[config.mk]
export PLATFORM = sky130hd
export DESIGN_NAME = gbt_ram
export DESIGN_NICKNAME = d
export VERILOG_FILES = /design/src/sv/gbt_ram.sv
export SDC_FILE = /design/constraint.sdc
export NUM_CORES = 1
export LEC_CHECK = 0
export BUFFER_PORTS_ARGS = -buffer_cell sky130_fd_sc_hd__buf_4
export CORE_ASPECT_RATIO = 0.7
export CORE_MARGIN = 3
export CORE_UTILIZATION = 62
export CTS_CLUSTER_DIAMETER = 40
export DETAILED_ROUTE_END_ITERATION = 6
export GPL_TIMING_DRIVEN = 0
export HOLD_SLACK_MARGIN = 0.02
export PLACE_DENSITY = 0.76
export SLEW_MARGIN = 30
export SYNTH_ARGS = -nofsm -noshare
export SYNTH_HDL_FRONTEND = slang
export SYNTH_SLANG_ARGS = --single-unit
[constraint.sdc]
create_clock -name clock -period 2.5 [get_ports clock]
set_input_delay 0.5 -clock clock [delete_from_list [all_inputs] [get_ports clock]]
set_output_delay 0.5 -clock clock [all_outputs]
set_load 0.05 [all_outputs]
[src/sv/gbt_ram.sv]
// ---------------------------------------------------------------------------
// gbt_ram: generic simple dual-port RAM
// One write port, one read port, registered read data held between reads.
// ---------------------------------------------------------------------------
module gbt_ram #(
   parameter int WIDTH = 8,
   parameter int DEPTH = 64
) (
   input  logic                     clock,
   input  logic                     wr_en,
   input  logic [$clog2(DEPTH)-1:0] wr_addr,
   input  logic [WIDTH-1:0]         wr_data,
   input  logic                     rd_en,
   input  logic [$clog2(DEPTH)-1:0] rd_addr,
   output logic [WIDTH-1:0]         rd_data
);

   logic [WIDTH-1:0] mem_ff [DEPTH];
   logic [WIDTH-1:0] rd_data_ff;

   always_ff @(posedge clock) begin
      if (wr_en) begin
         mem_ff[wr_addr] <= wr_data;
      end
      if (rd_en) begin
         rd_data_ff <= mem_ff[rd_addr];
      end
   end

   assign rd_data = rd_data_ff;

endmodule

Word-level counts from Yosys, hierarchy flattened. Memory sizes are Yosys's and may differ from the RTL's. A register that Yosys moved wholly into a read port is not among the register bits. Index checks and enable logic that the tools add are counted.

Mux-type cells: 2.

Operators by type and width (count): $mux 1 (2).

Register bits after elaboration: 0. Bits in writable memories: 512. Output and inout bits: 8. Memories: 1.

Memory list: mem_ff (words 64, width 8, rd ports 1, clocked after Yosys merged registers in 1, write ports 1, line 18) `logic [WIDTH-1:0] mem_ff [DEPTH];`.

Longest topological paths before layout. Gate-level depths: netlist of run 1.

Depth after elaboration: 2. Depth in mapped cells: 9. Mapped depth without buffers: 5.

Worst setup path after synthesis of run 1. OpenSTA, ideal clock, no wires.

Path kind: in2reg. From: input rd_addr[1]. To: register rd_data_ff[3], in the netlist rd_data[3] (read register of mem_ff), data pin. Library setup time: 0.266 ns. Arrival: 2.040 ns. Path slack: 0.194 ns. Stages on the path: 7. Buffers on the path: 3. Path through: buf_4 -> buf_2 -> buf_2 -> mux4_2 -> mux4_2 -> o21ai_1 -> o41ai_1.

RTL lines: start: declaration (line 14) `input logic [$clog2(DEPTH)-1:0] rd_addr,`; end: declaration (line 19) `logic [WIDTH-1:0] rd_data_ff;`.

==> impl.org, run 1 <==
** Place
- Once placement completed, the tool counted placed cells totaling 1382.
- Count of input and output buffers :: 22
- Detailed placement finished with a half-perimeter wire length of roughly 29 mm.
- Routability congestion estimate from global placement :: 1.01

** Clocking
- TritonCTS built the clock tree.
- Post-CTS repair timing setup buffer count :: 0
- Clock tree synthesis inserted a total of 48 buffers.
- In this run, post-CTS hold repair placed 0 buffers.
- After clock tree synthesis, the repair step resized 4 gates.
- The tree built by TritonCTS fans out to 520 sinks.
- Cell at the root of the clock tree :: sky130_fd_sc_hd__clkbuf_16
- Clock-pin slew was measured on the worst setup and hold paths at 0.06 ns.
- The longest clock path from root to sink contains 3 buffers.
- The later pin in the worst-skew pair is clocked with a latency of roughly 0.56 ns.
- CTS built an H-tree with a depth of 2.

** Run
- # Max-Cap Violations :: 0

** Timing
- Final Max Slew Viols :: 0
- Highest Clock Rate :: roughly 400 MHz
- At the pin with the least slew margin, the transition time is ~0.95 ns.
- RSZ-0062 raised after global routing :: false
- Of the available clock period, the critical path in the final layout requires 0.990.
- Setup violations remaining at the end of the flow were counted as 0.
- Setup Total Neg Slack :: 0 ns
- The worst path in the final design needs a cycle of 2.47 ns, including I/O delays and setup.
- Clock skew on the completed layout was measured at 0.0129 ns.
- The number of hold-slack violations in the final timing report was 0.
- Headroom to the max-slew limit came out at 0.365.

** Global route
- Across every metal layer, demand over resource in global routing totals 0.275.
- Total gr overflow :: 0
- Via count of the first global-routing pass :: 9960
- Entering global routing, the biggest net connects 65 pins.
- The first global-routing pass estimated 68.2 mm of wire.
- Number of antenna violations at the first check in global routing :: 1

** Logic synthesis
- Synthesized instance count :: 940
- Adder-cell area share of the yosys netlist :: 0
- Proportion of synthesized area in mux cells :: 0.159
- Number of synthesized flops with an enable pin :: 520
- By area the synthesized netlist is led by sky130_fd_sc_hd__edfxtp_1, sky130_fd_sc_hd__mux4_2, sky130_fd_sc_hd__nor2_1.
- The biggest area contributor in the post-synthesis netlist is sky130_fd_sc_hd__edfxtp_1.
- Counting flops and latches in the post-synthesis netlist gives 520.
- Count of synthesis-stage warnings from yosys :: 0
- Number of distinct library cells after synthesis :: 39
- For this run, the register share of the synthesized area comes to 0.771.
- Post-synthesis share of cell area spent on xor and xnor gates :: 0
- The synthesized netlist occupies a cell area of approximately 20000 µm².
- Of the total synthesized cell area, the portion taken by AND, OR, NAND and NOR gates is 0.0337.
- Share of flip-flops with an asynchronous set or reset :: 0
- Compound-cell area share of the yosys netlist :: 0.0206
- Ys flop type :: sky130_fd_sc_hd__edfxtp_1
- Post-synthesis area per instance :: 21.5 µm²
- Proportion of netlist area held by the largest area contributor :: 0.771
- When the netlist entered floorplanning its net count stood at 963.
- Main combinational cell family by area after synthesis :: multiplexers

** Floorplan
- FP Rows :: 54
- In this run the vertical extent of the chip is 157 µm.
- Initial Util :: 0.639
- Floorplan core area :: 31700 µm²
- Die area :: 34900 µm²
- Chip width :: roughly 220 µm
- In this run the count of I/O pins placed on the die edge is 31.

** Routing
- Total vias in the final route :: ~10000
- Dividing the detail-routed via count by the number of cells gives about 6.9.
- In the routed design, unresolved DRC markers number 4.
- For this block, the initial DRC count from the detailed router was 1600.
- The final layout contains routed wiring with a total length of 46.6 mm.
- Detailed-route wire length per cell :: 31.7 µm
- Before antenna repair, the detailed router went through 7 iterations.
- Final antenna-violating net count :: 0

** Min path
- Worst min-delay path endpoint :: rd_data[1]$_DFFE_PP_
- Path type of the worst min-delay path :: input pin to flip-flop
- Worst hold start :: rd_en
- Number of cells on the worst hold path :: 1

** Setup path
- The critical path is of the input pin to flip-flop type.
- The startpoint identified for the worst register-to-register timing path is mem_ff[3][3]$_DFFE_PP_.
- Maximum net fanout on the critical path :: 10
- Required time at the worst-slack endpoint :: 2.77 ns
- Traced cell by cell, the critical path runs through buf_4 > clkbuf_1 > clkbuf_1 > clkbuf_1 > o2111ai_1 > nand2_1 > o2bb2ai_1.
- Slowest cell on crit path :: sky130_fd_sc_hd__clkbuf_1
- Largest stage delay, worst path :: 0.63 ns
- Reg2reg end :: rd_data[3]$_DFFE_PP_
- Largest delay contributor family on the critical path :: buffers and inverters
- Worst setup path startpoint :: rd_addr[4]
- STA classifies the critical path endpoint as a flip-flop.
- Worst Reg-to-Reg Cells :: 4
- Total buffers and inverters traversed by the critical path :: 4
- Crit start category :: input pin
- Cell seen most often among critical-path stages :: sky130_fd_sc_hd__clkbuf_1
- STA puts the critical path data arrival time at 2.74 ns.
- Internal reg-to-reg setup slack :: 0.19 ns

** Final layout
- Most frequent cells in the layout :: sky130_fd_sc_hd__edfxtp_1, sky130_fd_sc_hd__mux4_2, sky130_fd_sc_hd__nor2_1, sky130_fd_sc_hd__clkbuf_16, sky130_fd_sc_hd__buf_4
- 0 antenna diodes ended up in the layout.
- Syn-to-layout area delta :: 11.1%
- The count of cells in the finished layout, fillers not included, comes to 1470.
- Final net count :: 1035
- Ratio of cells with drive above 1 in the final layout :: 0.269
- Leaving out fill and tap cells, the most frequent cell in the layout is sky130_fd_sc_hd__edfxtp_1.

** Pwr
- Leakage Power :: 0.00701 µW
- Overall power consumption after layout is estimated at between 15000 and 20000 µW.
- Worst VDD drop :: 0.630 mV
- In this run the power density over the cells is 789 nW/µm².

** Outcome
- The flow ran to the end, but the final reports show violations.
- Failing checks :: design-rule violations
final cells by class:
cell class	count	area (µm²)
plain buffers	51	328
clock buffers	53	1240
clock inverters	35	264
fillers	1829	9190
multi-input cells	369	4360
flip-flops and latches	520	15600
well taps	420	526
repair buffers	22	165
worst reg2reg max path, stage by stage, from the launching register on:
cell	delay (ns)
sky130_fd_sc_hd__edfxtp_1	0.36
sky130_fd_sc_hd__mux4_2	0.48
sky130_fd_sc_hd__nor2b_1	0.15
sky130_fd_sc_hd__a2111oi_0	0.79
sky130_fd_sc_hd__o41ai_1	0.22
worst max-delay path by stage:
stage | to | slack (ns) | cells past startpoint
6_report | rd_data[2]$_DFFE_PP_ | 0.03 | 7
5_1_grt | mem_ff[11][7]$_DFFE_PP_ | 0.03 | 4
4_1_cts | rd_data[5]$_DFFE_PP_ | 0.06 | 8
3_5_place_dp | rd_data[6]$_DFFE_PP_ | -0.73 | 8
3_3_place_gp | rd_data[4]$_DFFE_PP_ | -0.72 | 8
2_1_floorplan | rd_data[3]$_DFFE_PP_ | 0.19 | 7
Yosys cell counts (all sizes together), types with 3 or more instances:
library cell,number
o2111ai,3
mux4,126
a22oi,3
a211oi,4
edfxtp,520
mux2,13
a221oi,6
nand2,19
nor2,83
mux2i,23
o221ai,8
nand3b,3
nor3,7
nor2b,14
clkbuf,17
a21oi,3
o2bb2ai,3
buf,34
o21ai,4
o22ai,8
nand3,13
nand2b,7
cell families (layout without fill, tap and decap cells):
group,Yosys count,count (layout)
AO/OA/AOI/OAI,54,54
multiplexers,162,162
buffers and inverters,51,161
flip-flops,520,520
AND/OR/NAND/NOR,153,153
power by group:
group          switching, µW  total [µW]  leakage, µW  internal, µW
Clock                   3150        7060     0.000745          3910
Sequential              18.9        9690      0.00469          9670
Combinational            655        1010      0.00158           353
Total                   3820       17800      0.00701         13900
sequential cells by signal (all words and copies together), names as in the netlist:
name,flops
mem_ff,512
rd_data,8
stage by stage:
step | cell area, µm² | hold WS, ns | worst slack (ns) | utilization
2_1_floorplan | 20200 | 0.599 | 0.194 | -
3_3_place_gp | 20900 | 0.819 | -0.725 | 0.661
3_5_place_dp | 20900 | 0.822 | -0.726 | 0.661
4_1_cts | 22500 | 0.238 | 0.0555 | 0.709
5_1_grt | 22500 | 0.249 | 0.0335 | 0.710
6_report | 22500 | 0.264 | 0.0254 | 0.710
per-layer routing:
| layer | share of wire | vias up | global-route usage |
|---|---|---|---|
| met5 | 0.00028 | - | 0 |
| met4 | 0.029 | 2 | 0.0749 |
| met3 | 0.13 | 117 | 0.0800 |
| met2 | 0.44 | 732 | 0.398 |
| met1 | 0.40 | 5181 | 0.423 |
| li1 | - | 4096 | - |
(Power assumes the default switching activity.)
==> run 2: changes to the inputs <==
--- a/config.mk
+++ b/config.mk
@@ -14,6 +14,7 @@
 export GPL_TIMING_DRIVEN = 0
 export HOLD_SLACK_MARGIN = 0.02
 export PLACE_DENSITY = 0.76
+export RECOVER_POWER = 100
 export SLEW_MARGIN = 30
 export SYNTH_ARGS = -nofsm -noshare
 export SYNTH_HDL_FRONTEND = slang
==> impl.org, run 2 (synthesis gave the netlist of run 1 again) <==
** Floorplan
- Die area :: 34900 µm² (unchanged)
- The starting density of the core was 0.639 (unchanged).
- Floorplan core area :: 31700 µm² (unchanged)
- The number of top-level pins came to 31 (unchanged).
- The height of the die came to 157 µm (unchanged).
- The die boundary width was 222 µm (unchanged).
- FP Rows :: 54 (unchanged)

** Setup path
- Required time at the worst-slack endpoint :: 2.77 ns (about the same)
- STA classifies the critical path startpoint as an input pin.
- Slowest cell on crit path :: sky130_fd_sc_hd__clkbuf_1
- Broken down by cell family, the worst path's largest delay share belongs to buffers and inverters.
- The largest fanout on the critical path came to 10 (unchanged).
- Crit. End Element :: flip-flop
- The arrival time of data at the critical path endpoint was 2.72 ns (-0.02 ns).
- Cell seen most often among critical-path stages :: sky130_fd_sc_hd__clkbuf_1
- By startpoint and endpoint, the worst setup path is classified as input pin to flip-flop.
- Critical path cell sequence :: buf_4 > clkbuf_1 > clkbuf_1 > clkbuf_1 > o2111ai_1 > nand2_1 > o2bb2ai_1
- The longest individual stage delay on the worst path was 0.62 ns (about the same).
- Internal reg-to-reg setup slack :: 0.19 ns (about the same)
- The critical path buffer and inverter count was 4 (unchanged).

** Clocking
- The number of buffers created by CTS was 48 (unchanged).
- Sink count of the clock tree :: 520 (unchanged)
- TritonCTS built the clock tree.
- Number of H-tree branching levels :: 2 (unchanged)
- Total of hold buffers inserted after clock tree synthesis :: 0 (unchanged)
- The maximum root-to-sink buffer count was 3 (unchanged).
- Post-CTS repair timing setup buffer count :: 0 (unchanged)
- Cell at the root of the clock tree :: sky130_fd_sc_hd__clkbuf_16
- The clock latency on the worst-skew pair was 0.56 ns (about the same).
- The clock edge transition at the registers on the reported setup and hold paths is 0.06 ns (about the same).

** Place
- The final RePlAce weighted congestion was 1.01 (unchanged).
- The total placed cells including tap cells came to 1382 (unchanged).
- The count of port buffers added during placement was 22 (unchanged).
- The HPWL after detailed placement was 29.2 mm (unchanged).

** Timing
- The time the worst path needs with I/O delays and setup came to 2.45 ns (-0.0259 ns).
- Final Hold Slack :: 0.441 ns (+0.177 ns)
- The highest clock frequency the design can meet came to 408 MHz (+1.1%).
- Relative max-transition margin :: 0.0660 (-0.299)
- Final hold vios :: 0 (unchanged)
- RSZ-0062 raised after global routing :: false
- Final Max Slew Viols :: 0 (unchanged)
- Final critical-path share of the clock period :: 0.979 (-0.0104)
- Worst slew pin tran :: 1.40 ns (+0.451 ns)
- The final-report setup violation count came to 0 (unchanged).
- Worst Clk Skew :: 0.0106 ns (-0.00224 ns)

** Routing
- Number of iterations in the first detailed-routing pass :: 5 (-2)
- The total wirelength of the detailed-routed design was 46.5 mm (-0.23%).
- The final routed DRC violation total came to 0 (-4).
- 1st-iter DRT viols :: 1506 (-5.9%)
- The count of nets left with antenna violations after detail routing came to 0 (unchanged).
- The detail-routed net length per standard cell was 31.6 µm (-0.23%).
- Per-cell via count in the routed design :: 6.89 (unchanged)
- Total vias in the final route :: 10100 (unchanged)

** Final layout
- The number of antenna diodes is 0 (unchanged).
- The area growth from synthesis to layout is 10.8%.
- Non-filler instance count after layout :: 1470 (unchanged)
- Counting flops per register, the top entry is mem_ff.
- The number of fill cells in the layout is 1839 (+0.55%).
- Leaving out fill and tap cells, the most frequent cell in the layout is sky130_fd_sc_hd__edfxtp_1.
- Ratio of cells with drive above 1 in the final layout :: 0.255 (-0.0133)
- The number of flip-flops under the largest register name was 512 (unchanged).
- Final net count :: 1035 (unchanged)
- Most frequent cells in the layout :: sky130_fd_sc_hd__edfxtp_1, sky130_fd_sc_hd__mux4_2, sky130_fd_sc_hd__nor2_1, sky130_fd_sc_hd__clkbuf_16, sky130_fd_sc_hd__clkbuf_1

** Pwr
- The power density relative to cell area came to 790 nW/µm² (+0.17%).
- Total Power :: 17700 µW (-0.16%)
- The maximum resistive drop on vdd came to 0.631 mV (+0.15%).
- The portion of total power attributed to combinational logic was 0.056 (about the same).
- Fraction of power spent switching nets :: 0.215 (-0.000861)
- The internal portion of total power is 13900 µW (about the same).
- The switching power is 3800 µW (-0.56%).
- Seq pwr share :: 0.547 (about the same)
- Clock Power Share :: 0.397 (about the same)
- Leakage Power :: 0.00697 µW (-0.62%)

** Outcome
- Result of the run :: complete, no violations

** Global route
- Via count of the first global-routing pass :: 9960 (unchanged)
- Overall track demand over capacity in global routing :: 0.275 (unchanged)
- Number of antenna violations at the first check in global routing :: 1 (unchanged)
- Largest net degree at the start of global routing :: 65 (unchanged)
- The total congestion overflow after global routing was 0 (unchanged).
- First-pass GRT wire length :: 68.2 mm (unchanged)

** Run
- The number of maximum-capacitance violations was 0 (unchanged).

** Min path
- Path type of the worst min-delay path :: input pin to flip-flop
-- run 2: cell count changes in the layout (fill, tap and decap cells not counted) --
cell and delta:
sky130_fd_sc_hd__buf_4 -19, sky130_fd_sc_hd__clkbuf_2 +11, sky130_fd_sc_hd__clkbuf_1 +10, sky130_fd_sc_hd__buf_2 -3, sky130_fd_sc_hd__nor2_1 +2, sky130_fd_sc_hd__nor2_2 -2
sky130_fd_sc_hd__nor3_1 +2, sky130_fd_sc_hd__nor3_2 -2, sky130_fd_sc_hd__clkbuf_4 +1
-- run 2: through the flow --
| step | instance area (µm²) | worst slack (ns) | util | setup TNS [ns] |
|---|---|---|---|---|
| global route | 22400 | 0.0164 | 0.708 | 0 |
| floorplan | 20200 | 0.194 | - | 0 |
| finish | 22400 | 0.0513 | 0.708 | 0 |
| detailed placement | 20900 | -0.726 | 0.661 | -46.75 |
| CTS | 22500 | 0.0555 | 0.709 | 0 |
| global placement | 20900 | -0.725 | 0.661 | -23.67 |
-- run 2: power groups by stage --
stage | clock [µW] | sequential (µW) | combinational, µW
after detailed placement | 0 | 9870 | 979
after global routing | 7490 | 9690 | 1040
after floorplan | 0 | 9910 | 515
after CTS | 7120 | 9690 | 986
final | 7040 | 9690 | 992
after global placement | 0 | 9870 | 960
-- run 2: what timing repair did --
item                                    CTS  global route
endpoints found under the setup margin    5             8
endpoints found under the hold margin     0             0
cloned                                    0             0
gates resized for setup                   4            16
-- run 2: worst paths after layout --
| kind | startpoint | endpoint | cells after the start |
|---|---|---|---|
| max | rd_addr[4] | rd_data[2]$_DFFE_PP_ | 7 |
| min | rd_addr[5] | rd_data[5]$_DFFE_PP_ | 2 |
| max reg2reg | mem_ff[3][3]$_DFFE_PP_ | rd_data[3]$_DFFE_PP_ | 4 |
| min reg2reg | mem_ff[6][7]$_DFFE_PP_ | rd_data[7]$_DFFE_PP_ | 4 |
-- run 2: cell type report --
class | count | area [µm²] | area share
buffer | 51 | 328 | 0.0146
clock buffer | 53 | 1240 | 0.0553
clock inverter | 35 | 264 | 0.0118
multi-input combinational | 369 | 4350 | 0.194
sequential | 520 | 15600 | 0.696
tap | 420 | 526 | 0.0234
timing repair buffer | 22 | 108 | 0.00480
-- run 2: metal layers --
| layer | up-vias | GRT usage | wire length [µm] | part of all wire |
|---|---|---|---|---|
| met5 | - | 0 | 13 | 0.00028 |
| met4 | 2 | 0.0749 | 1340 | 0.029 |
| met3 | 105 | 0.0800 | 6130 | 0.13 |
| met2 | 749 | 0.398 | 20400 | 0.44 |
| met1 | 5179 | 0.423 | 18600 | 0.40 |
| li1 | 4093 | - | - | - |
